===== config.mk =====
export PLATFORM = sky130hd
export DESIGN_NAME = csv_field_tokenizer_flat
export DESIGN_NICKNAME = d
export VERILOG_FILES = /design/src/rtl/core/csvt_pkg.sv /design/src/rtl/core/csvt_if.sv /design/src/rtl/core/csv_field_tokenizer.sv /design/src/rtl/core/csvt_step.sv /design/src/rtl/core/csvt_outq.sv /design/src/flat_wrapper.sv
export SDC_FILE = /design/constraint.sdc
export NUM_CORES = 1
export LEC_CHECK = 0
export BUFFER_PORTS_ARGS = -buffer_cell sky130_fd_sc_hd__buf_4
export CORE_ASPECT_RATIO = 0.8
export CORE_MARGIN = 4
export CORE_UTILIZATION = 40
export CTS_CLUSTER_DIAMETER = 30
export CTS_CLUSTER_SIZE = 24
export DETAILED_ROUTE_END_ITERATION = 10
export GPL_ROUTABILITY_DRIVEN = 0
export PLACE_DENSITY = 0.69
export SLEW_MARGIN = 5
export SYNTH_ARGS = -nofsm -noshare
export SYNTH_HDL_FRONTEND = slang
export SYNTH_HIERARCHICAL = 1
export SYNTH_SLANG_ARGS = --single-unit

===== constraint.sdc =====
create_clock -name clk -period 9.9 [get_ports clk]
set_input_delay 1.98 -clock clk [delete_from_list [all_inputs] [get_ports clk]]
set_output_delay 1.98 -clock clk [all_outputs]
set_load 0.01 [all_outputs]

===== src/rtl/core/csvt_pkg.sv =====
// csvt_pkg: shared types and constants of the CSV field tokenizer.
// Used by the step logic, the result queue and the top level.
`default_nettype none

package csvt_pkg;

  // Character codes the parser tests for
  localparam logic [7:0] CH_QUOTE = 8'h22;
  localparam logic [7:0] CH_LF    = 8'h0A;
  localparam logic [7:0] CH_CR    = 8'h0D;

  // Reset value of the delimiter register (comma)
  localparam logic [7:0] DELIM_RESET = 8'd44;

  // Default depth of the result queue
  localparam int OUTQ_DEPTH = 4;

  // Register address decode
  localparam int CFG_AW   = 3;
  localparam logic REG_DELIM = 1'b0;

  typedef enum logic [1:0] {
    KIND_DATA  = 2'd0,
    KIND_FIELD = 2'd1,
    KIND_ROW   = 2'd2
  } kind_t;

  // One result item
  typedef struct packed {
    kind_t       kind;
    logic [7:0]  data_byte;
    logic        last;
  } result_t;

  // Parser flags
  typedef struct packed {
    logic in_quotes;
    logic quote_pending;
    logic cr_pending;
    logic row_saw_content;
    logic field_has_bytes;
    logic row_has_fields;
  } state_t;

  // Results of one item, handed to the queue
  typedef struct packed {
    logic [1:0] count;
    result_t    res0;
    result_t    res1;
  } push_t;

endpackage

`default_nettype wire


===== src/rtl/core/csvt_if.sv =====
// csvt_if: valid/ready stream interfaces for text items and result items.
// Does not depend on csvt_pkg; its widths are fixed here.
`default_nettype none

interface csvt_in_if;
  logic       valid;
  logic       ready;
  logic [7:0] char_code;
  logic       end_of_text;

  modport source (output valid, output char_code, output end_of_text, input ready);
  modport sink   (input valid, input char_code, input end_of_text, output ready);
endinterface

interface csvt_out_if;
  logic       valid;
  logic       ready;
  logic [1:0] kind;
  logic [7:0] data_byte;
  logic       last;

  modport source (output valid, output kind, output data_byte, output last, input ready);
  modport sink   (input valid, input kind, input data_byte, input last, output ready);
endinterface

`default_nettype wire


===== src/rtl/core/csv_field_tokenizer.sv =====
// csv_field_tokenizer: top level, delimiter register, parser flags and queue.
// Depends on csvt_pkg, csvt_if, csvt_step and csvt_outq.
`default_nettype none

// Streaming CSV tokenizer. Each input item is one text byte, or an end-of-text
// mark, and is parsed in the cycle it is accepted; its zero, one or two
// result items (data byte, end of field, end of field and row) go into a
// queue of OUTQ_DEPTH entries in front of the output channel. An input item
// is taken every cycle while the queue has room for two results, so the
// block runs at one item per cycle; the output port delivers one result per
// cycle while ready, so items that cause two results (a lone CR followed
// by a byte) drain at that rate. The delimiter register sits at byte address 0
// of the APB port and should only be written while the block is idle.
module csv_field_tokenizer #(
  parameter int OUTQ_DEPTH = csvt_pkg::OUTQ_DEPTH
) (
  input  logic                        clk,
  input  logic                        rst_n,
  csvt_in_if.sink                     in_chan,
  csvt_out_if.source                  out_chan,
  input  logic                        cfg_psel,
  input  logic                        cfg_penable,
  input  logic                        cfg_pwrite,
  input  logic [csvt_pkg::CFG_AW-1:0] cfg_paddr,
  input  logic [31:0]                 cfg_pwdata,
  output logic [31:0]                 cfg_prdata,
  output logic                        cfg_pready
);

  logic [7:0]       delim_r;
  csvt_pkg::state_t state_r, state_nxt;
  csvt_pkg::push_t  step_push;
  csvt_pkg::push_t  push;
  logic             room;
  logic             in_fire;
  logic             cfg_wr;

  // configuration port
  assign cfg_pready = 1'b1;
  assign cfg_wr     = cfg_psel & cfg_penable & cfg_pwrite & cfg_pready;
  assign cfg_prdata = (cfg_paddr[2] == csvt_pkg::REG_DELIM) ? {24'h0, delim_r} : 32'h0;

  always_ff @(posedge clk) begin
    if (!rst_n) begin
      delim_r <= csvt_pkg::DELIM_RESET;
    end else if (cfg_wr && cfg_paddr[2] == csvt_pkg::REG_DELIM) begin
      delim_r <= cfg_pwdata[7:0];
    end
  end

  // input handshake
  assign in_chan.ready = room;
  assign in_fire       = in_chan.valid & room;

  csvt_step u_step (
    .state_i (state_r),
    .delim_i (delim_r),
    .char_i  (in_chan.char_code),
    .eot_i   (in_chan.end_of_text),
    .state_o (state_nxt),
    .push_o  (step_push)
  );

  // only accepted items push results
  always_comb begin
    push = step_push;
    if (!in_fire) begin
      push.count = 2'd0;
    end
  end

  // parser flags
  always_ff @(posedge clk) begin
    if (!rst_n) begin
      state_r <= '0;
    end else if (in_fire) begin
      state_r <= state_nxt;
    end
  end

  csvt_outq #(
    .DEPTH (OUTQ_DEPTH)
  ) u_outq (
    .clk      (clk),
    .rst_n    (rst_n),
    .push_i   (push),
    .room_o   (room),
    .out_chan (out_chan)
  );

`ifndef SYNTHESIS
  a_eot_clears: assert property (@(posedge clk) disable iff (!rst_n)
    in_fire && in_chan.end_of_text |=> state_r == '0)
    else $error("parser flags not cleared after end of text");

  a_qp_in_quotes: assert property (@(posedge clk) disable iff (!rst_n)
    state_r.quote_pending |-> state_r.in_quotes)
    else $error("quote pending outside quoted field");

  a_cr_unquoted: assert property (@(posedge clk) disable iff (!rst_n)
    state_r.cr_pending |-> !state_r.in_quotes)
    else $error("CR pending inside quoted field");

  a_last_marks: assert property (@(posedge clk) disable iff (!rst_n)
    push.count == 2'd2 |-> !push.res0.last && push.res1.last)
    else $error("last flag misplaced on two-result item");
`endif

endmodule

`default_nettype wire


===== src/rtl/core/csvt_step.sv =====
// csvt_step: combinational parse of one text item against the parser flags.
// Gives the next flags and up to two result items. Depends on csvt_pkg.
`default_nettype none

module csvt_step (
  input  csvt_pkg::state_t state_i,
  input  logic [7:0]       delim_i,
  input  logic [7:0]       char_i,
  input  logic             eot_i,
  output csvt_pkg::state_t state_o,
  output csvt_pkg::push_t  push_o
);

  csvt_pkg::state_t  st;
  csvt_pkg::result_t a;
  csvt_pkg::result_t b;
  logic              a_v;
  logic              b_v;
  logic              plain_en;

  always_comb begin
    st       = state_i;
    a_v      = 1'b0;
    b_v      = 1'b0;
    a        = '{kind: csvt_pkg::KIND_DATA, data_byte: 8'h00, last: 1'b0};
    b        = '{kind: csvt_pkg::KIND_DATA, data_byte: 8'h00, last: 1'b0};
    plain_en = 1'b0;

    if (eot_i) begin
      // end of text: a pending CR or any content flushes one row
      a_v    = state_i.cr_pending | state_i.row_saw_content |
               state_i.field_has_bytes | state_i.row_has_fields;
      a.kind = csvt_pkg::KIND_ROW;
      st     = '0;
    end else begin
      plain_en = 1'b1;
      // resolve the one-byte lookahead first
      if (st.quote_pending) begin
        st.quote_pending = 1'b0;
        if (char_i == csvt_pkg::CH_QUOTE) begin
          // doubled quote inside a quoted field
          a_v                = 1'b1;
          a.data_byte        = csvt_pkg::CH_QUOTE;
          st.field_has_bytes = 1'b1;
          plain_en           = 1'b0;
        end else begin
          st.in_quotes = 1'b0;
        end
      end else if (st.cr_pending) begin
        st.cr_pending = 1'b0;
        if (char_i != csvt_pkg::CH_LF) begin
          // lone CR ends the row
          a_v                = 1'b1;
          a.kind             = csvt_pkg::KIND_ROW;
          st.row_saw_content = 1'b0;
          st.field_has_bytes = 1'b0;
          st.row_has_fields  = 1'b0;
        end
      end

      // ordinary byte handling
      if (plain_en) begin
        if (st.in_quotes) begin
          if (char_i == csvt_pkg::CH_QUOTE) begin
            st.quote_pending = 1'b1;
          end else begin
            b_v                = 1'b1;
            b.data_byte        = char_i;
            st.field_has_bytes = 1'b1;
          end
        end else if (char_i == csvt_pkg::CH_QUOTE) begin
          st.in_quotes       = 1'b1;
          st.row_saw_content = 1'b1;
        end else if (char_i == delim_i) begin
          b_v                = 1'b1;
          b.kind             = csvt_pkg::KIND_FIELD;
          st.row_saw_content = 1'b1;
          st.row_has_fields  = 1'b1;
          st.field_has_bytes = 1'b0;
        end else if (char_i == csvt_pkg::CH_LF) begin
          b_v                = 1'b1;
          b.kind             = csvt_pkg::KIND_ROW;
          st.row_saw_content = 1'b0;
          st.field_has_bytes = 1'b0;
          st.row_has_fields  = 1'b0;
        end else if (char_i == csvt_pkg::CH_CR) begin
          st.cr_pending = 1'b1;
        end else begin
          b_v                = 1'b1;
          b.data_byte        = char_i;
          st.row_saw_content = 1'b1;
          st.field_has_bytes = 1'b1;
        end
      end
    end

    // pack: lookahead result first, then the byte's own result
    a.last = ~b_v;
    b.last = 1'b1;
    state_o      = st;
    push_o.count = {a_v & b_v, a_v ^ b_v};
    push_o.res0  = a_v ? a : b;
    push_o.res1  = b;
  end

endmodule

`default_nettype wire


===== src/rtl/core/csvt_outq.sv =====
// csvt_outq: small result queue, takes up to two items a cycle, gives one while the output is ready.
// Depends on csvt_pkg and csvt_out_if.
`default_nettype none

module csvt_outq #(
  parameter int DEPTH = csvt_pkg::OUTQ_DEPTH
) (
  input  logic              clk,
  input  logic              rst_n,
  input  csvt_pkg::push_t   push_i,
  output logic              room_o,
  csvt_out_if.source        out_chan
);

  localparam int PW = (DEPTH > 1) ? $clog2(DEPTH) : 1;
  localparam int CW = $clog2(DEPTH + 1);

  csvt_pkg::result_t mem_r [DEPTH];
  logic [PW-1:0]     wr_ptr_r, wr_ptr_nxt, wr_ptr1;
  logic [PW-1:0]     rd_ptr_r, rd_ptr_nxt;
  logic [CW-1:0]     count_r, count_nxt;
  logic              pop;
  csvt_pkg::result_t head;

  function automatic logic [PW-1:0] ptr_inc(input logic [PW-1:0] p);
    ptr_inc = (p == PW'(DEPTH - 1)) ? '0 : p + PW'(1);
  endfunction

  assign wr_ptr1 = ptr_inc(wr_ptr_r);
  assign pop     = out_chan.valid & out_chan.ready;
  // space for the worst-case two results of one item
  assign room_o  = (count_r <= CW'(DEPTH - 2));

  // pointer and fill bookkeeping
  always_comb begin
    case (push_i.count)
      2'd1:    wr_ptr_nxt = wr_ptr1;
      2'd2:    wr_ptr_nxt = ptr_inc(wr_ptr1);
      default: wr_ptr_nxt = wr_ptr_r;
    endcase
    rd_ptr_nxt = pop ? ptr_inc(rd_ptr_r) : rd_ptr_r;
    count_nxt  = count_r + CW'(push_i.count) - CW'(pop);
  end

  always_ff @(posedge clk) begin
    if (!rst_n) begin
      wr_ptr_r <= '0;
      rd_ptr_r <= '0;
      count_r  <= '0;
    end else begin
      wr_ptr_r <= wr_ptr_nxt;
      rd_ptr_r <= rd_ptr_nxt;
      count_r  <= count_nxt;
    end
  end

  // entry storage, no reset needed
  always_ff @(posedge clk) begin
    if (push_i.count != 2'd0) begin
      mem_r[wr_ptr_r] <= push_i.res0;
    end
    if (push_i.count == 2'd2) begin
      mem_r[wr_ptr1] <= push_i.res1;
    end
  end

  assign head               = mem_r[rd_ptr_r];
  assign out_chan.valid     = (count_r != '0);
  assign out_chan.kind      = head.kind;
  assign out_chan.data_byte = (head.kind == csvt_pkg::KIND_DATA) ? head.data_byte : 8'h00;
  assign out_chan.last      = head.last;

`ifndef SYNTHESIS
  a_count_bound: assert property (@(posedge clk) disable iff (!rst_n)
    count_r <= CW'(DEPTH))
    else $error("result queue overfilled");

  a_no_push_when_full: assert property (@(posedge clk) disable iff (!rst_n)
    !room_o |-> push_i.count == 2'd0)
    else $error("push into result queue without room");
`endif

endmodule

`default_nettype wire


===== src/flat_wrapper.sv =====
// flat-port wrapper written by rule: the top's interface ports become plain ports
module csv_field_tokenizer_flat 
#(
  parameter int OUTQ_DEPTH = csvt_pkg::OUTQ_DEPTH
)
  (clk, rst_n, cfg_psel, cfg_penable, cfg_pwrite, cfg_paddr, cfg_pwdata, cfg_prdata, cfg_pready, in_chan_valid, in_chan_char_code, in_chan_end_of_text, in_chan_ready, out_chan_valid, out_chan_kind, out_chan_data_byte, out_chan_last, out_chan_ready);
  csvt_in_if in_chan_i ();
  csvt_out_if out_chan_i ();
  input  logic clk;
  input  logic rst_n;
  input  logic cfg_psel;
  input  logic cfg_penable;
  input  logic cfg_pwrite;
  input  logic [csvt_pkg::CFG_AW-1:0] cfg_paddr;
  input  logic [31:0] cfg_pwdata;
  output logic [31:0] cfg_prdata;
  output logic cfg_pready;
  input wire logic [$bits(in_chan_i.valid)-1:0] in_chan_valid;
  input wire logic [$bits(in_chan_i.char_code)-1:0] in_chan_char_code;
  input wire logic [$bits(in_chan_i.end_of_text)-1:0] in_chan_end_of_text;
  output wire logic [$bits(in_chan_i.ready)-1:0] in_chan_ready;
  output wire logic [$bits(out_chan_i.valid)-1:0] out_chan_valid;
  output wire logic [$bits(out_chan_i.kind)-1:0] out_chan_kind;
  output wire logic [$bits(out_chan_i.data_byte)-1:0] out_chan_data_byte;
  output wire logic [$bits(out_chan_i.last)-1:0] out_chan_last;
  input wire logic [$bits(out_chan_i.ready)-1:0] out_chan_ready;
  assign in_chan_i.valid = in_chan_valid;
  assign in_chan_i.char_code = in_chan_char_code;
  assign in_chan_i.end_of_text = in_chan_end_of_text;
  assign in_chan_ready = in_chan_i.ready;
  assign out_chan_valid = out_chan_i.valid;
  assign out_chan_kind = out_chan_i.kind;
  assign out_chan_data_byte = out_chan_i.data_byte;
  assign out_chan_last = out_chan_i.last;
  assign out_chan_i.ready = out_chan_ready;
  csv_field_tokenizer #(.OUTQ_DEPTH(OUTQ_DEPTH)) u_core (.clk(clk), .rst_n(rst_n), .in_chan(in_chan_i), .out_chan(out_chan_i), .cfg_psel(cfg_psel), .cfg_penable(cfg_penable), .cfg_pwrite(cfg_pwrite), .cfg_paddr(cfg_paddr), .cfg_pwdata(cfg_pwdata), .cfg_prdata(cfg_prdata), .cfg_pready(cfg_pready));
endmodule

==> qor.yml <==
outcome:
  status: "finished clean"
detailed_routing:
  dr.pass1.iters: 4
  vias_per_cell: 5.12
  vias: 2861
  routed_wl_microns: 9310
  antenna_left: 0
  drc_errors: 0
  wl_per_cell_microns: 16.7
  drtIter0Drc: 243
cts:
  cts.sinks: 67
  ctsHoldBuffers: 0
  clk_latency_ns: 0.33
  clk_pin_slew_ns: 0.06
  post_cts_buffers: 0
  clockBufferDepth: 2
  cts_tree: "built"
  cts-buffers-inserted: 9
  post_cts_resize_count: 0
  root_buffer: "clkbuf_16"
  h-tree-depth: 3
finish:
  num-fill-cells: 938
  utilization_pct: 47.8
  antenna_cells: 0
  fin_area_sq_um: 4980
  area_growth_pct: 14.7
  nets: 481
  drive_gt1_share_pct: 33.2
synth:
  synth-xor-area-share_pct: 2.22
  synth.distinct_cells: 58
  seq_area_frac_synth_pct: 41.1
  ys_ff_latch: 67
  synth_adder_area_share_pct: 4.79
  synth_cells: 373
  synth_top_cell_by_area: "edfxtp_1"
  synth_area_leaders: "edfxtp_1 (30%), dfxtp_1 (11%), mux2_2 (10%)"
  syn_area_sq_um: 4340
  synth_top_flop_cell: "edfxtp_1"
  yosysWarnings: 6
  synthSimpleGateAreaFrac_pct: 15.7
  synthMuxAreaShare_pct: 20.0
  synth_top_area_share_pct: 30.4
  async_flop_share_pct: 0
  synth_top_family_by_area: "multiplexers"
  syn_area_per_cell_sq_um: 11.6
  synth_edf_count: 44
  synth_compound_area_share_pct: 7.70
timing:
  timing.hold.ws_ns: 0.485
  tns_ns: 0
  worst_pin_slew_ns: 1.13
  fin_crit_ns: 5.56
  finalCritPeriodShare_pct: 56.2
  maxSlewViolCount: 0
  max_freq_ghz: 0.180
  fin_worst_skew_ns: 0.00579
  rsz0062_at_grt: "no"
  setup_violations: 0
  hold_violations: 0
  max_slew_margin_pct: 24.5
setup_path:
  crit_buf_inv: 3
  critPathArrivalTime_ns: 5.53
  critPathMaxFanout: 13
  cpMostUsedCell: "ha_1"
  cp-start-kind: "primary input"
  cp.required_ns: 9.87
  cp_top_family: "simple AND/OR/NAND/NOR gates"
  crit_path_end_kind: "register"
  crit_chain: "buf_4 > nor4b_4 > nand2_1 > nor2_1 > o31ai_4 > inv_2 > ha_1 > and3_1 > inv_1 > ha_1 > and2_1 > a21o_1"
  crit_type: "in -> reg"
  crit_slowest_cell: "and2_1"
  slowest_delay_ns: 0.62
global_routing:
  grt_pass1_vias: 2913
  grt_pass1_wl_microns: 14700
  grt_overflow: 0
  antenna_found_initial: 0
  grt_max_degree: 25
  grtUsageTotal_pct: 14.8
power_and_ir_drop:
  ir_drop_mv: 0.0871
  power_leakage_uw: 0.00198
  fin_total_pwr_uw: 904
  p_per_area_nw_per_um2: 182
die:
  row_count: 33
  dieWidth_microns: 124
  die_h_microns: 101
  num_io_pins: 97
  core-area_sq_um: 10400
  start_util_pct: 41.7
  dieArea_sq_um: 12600
place:
  dp_hpwl_microns: 6620
  placed_area_sq_um: 4680
  io_buffers: 45
hold_path:
  worstHoldPathType: "reg -> reg"
run:
  maxCapViolations: 0
-- power breakdown --
group | internal [uW] | leakage, uW | switching (uW)
clock network | 195 | 0.000135 | 121
registers | 332 | 0.000589 | 23.9
logic | 117 | 0.00125 | 115
total | 644 | 0.00198 | 260
-- through the flow --
step           setup WS (ns)  cells
2_1_floorplan           4.88    396
3_3_place_gp            4.11    543
3_5_place_dp            4.06    543
4_1_cts                 4.38    559
5_1_grt                 4.14    559
6_report                4.34    559
-- cell type report --
class                   count  area, sq um  share of cell area, %
clock buffers              10          229                   4.60
clock inverters             6         66.3                   1.33
inverters                  21         78.8                   1.58
multi-input cells         267         2290                   45.9
flip-flops and latches     67         1780                   35.8
well taps                 140          175                   3.52
repair buffers             48          360                   7.24
-- path summary, 6_finish.rpt --
path | startpoint | endpoint | slack [ns] | cells after the start
worst max-delay path | in_chan_char_code[2] | u_core/u_outq/mem_r[0][3] | 4.34 | 12
worst min-delay path | u_core/delim_r[1] | u_core/delim_r[1] | 0.49 | 2
worst max register to register | u_core/delim_r[0] | u_core/u_outq/mem_r[0][3] | 5.87 | 10
worst min register to register | u_core/delim_r[1] | u_core/delim_r[1] | 0.49 | 2
-- tightest hold or removal path, delay by kind of cell (launching register included) --
kind	cells	cell delay, ns
flops	1	0.33
simple gates	1	0.06
mux	1	0.05
-- cells in the mapped netlist (2+ instances only) --
cell type  count
a211o_1        2
a21bo_2        7
a21boi_1       4
a21oi_1       12
and2_1         7
and2b_2        8
and3_1         7
buf_2          4
buf_4         26
buf_6          3
clkbuf_1       8
conb_1         3
dfxtp_1       23
edfxtp_1      44
ha_1          15
inv_1         20
mux2_1         4
mux2_2        40
mux2i_1        9
mux4_1         9
mux4_2         2
nand2_1       24
nand3_1       10
nand3b_1       2
nor2_1         6
nor2b_1        8
nor2b_2        8
nor3_1         4
nor3b_1        4
nor4_1         3
nor4b_2        4
o21ai_0        6
o21ai_1        2
or3_1          2
xnor2_1        3
xor2_1         8
-- registers in the layout (all words and copies together), names as in the netlist, named ones only --
signal / count
u_core/u_outq/mem_r: 44
u_core/u_outq/wr_ptr_r: 2
u_core/u_outq/rd_ptr_r: 2
u_core/delim_r: 8
u_core/state_r: 6
u_core/u_outq/count_r: 3
-- metal layers --
layer,share of wire (%),GRT usage (%)
met4,0.90,4.38
met5,0,0
met1,43,18.6
met3,6.8,3.80
met2,49,25.5
-- cells in the final DEF, fill, tap and decap left out, types with 4 or more instances in the layout --
cell,count
a21bo_2,7
a21boi_1,4
a21oi_1,12
and2_1,7
and2b_2,8
and3_1,7
buf_4,48
clkbuf_16,9
conb_1,26
dfxtp_1,23
edfxtp_1,44
ha_1,15
inv_1,20
mux2_1,4
mux2_2,40
mux2i_1,9
mux4_1,9
nand2_1,24
nand3_1,10
nor2_1,6
nor2b_1,8
nor2b_2,8
nor3_1,4
nor3b_1,4
nor4b_2,4
o21ai_0,6
xor2_1,8
-- kinds of logic (layout without fill, tap and decap cells) --
kind of cell               after synthesis  after routing
and+or+nand+nor                        105            105
DFF                                     67             67
muxes                                   64             64
buffers and inverters                   62             85
AOI/OAI and AO/OA                       45             45
adders and majority gates               16             16
xor gates and xnor gates                11             11
other                                    3             26
No activity file was read; power rests on OpenSTA's default activity.
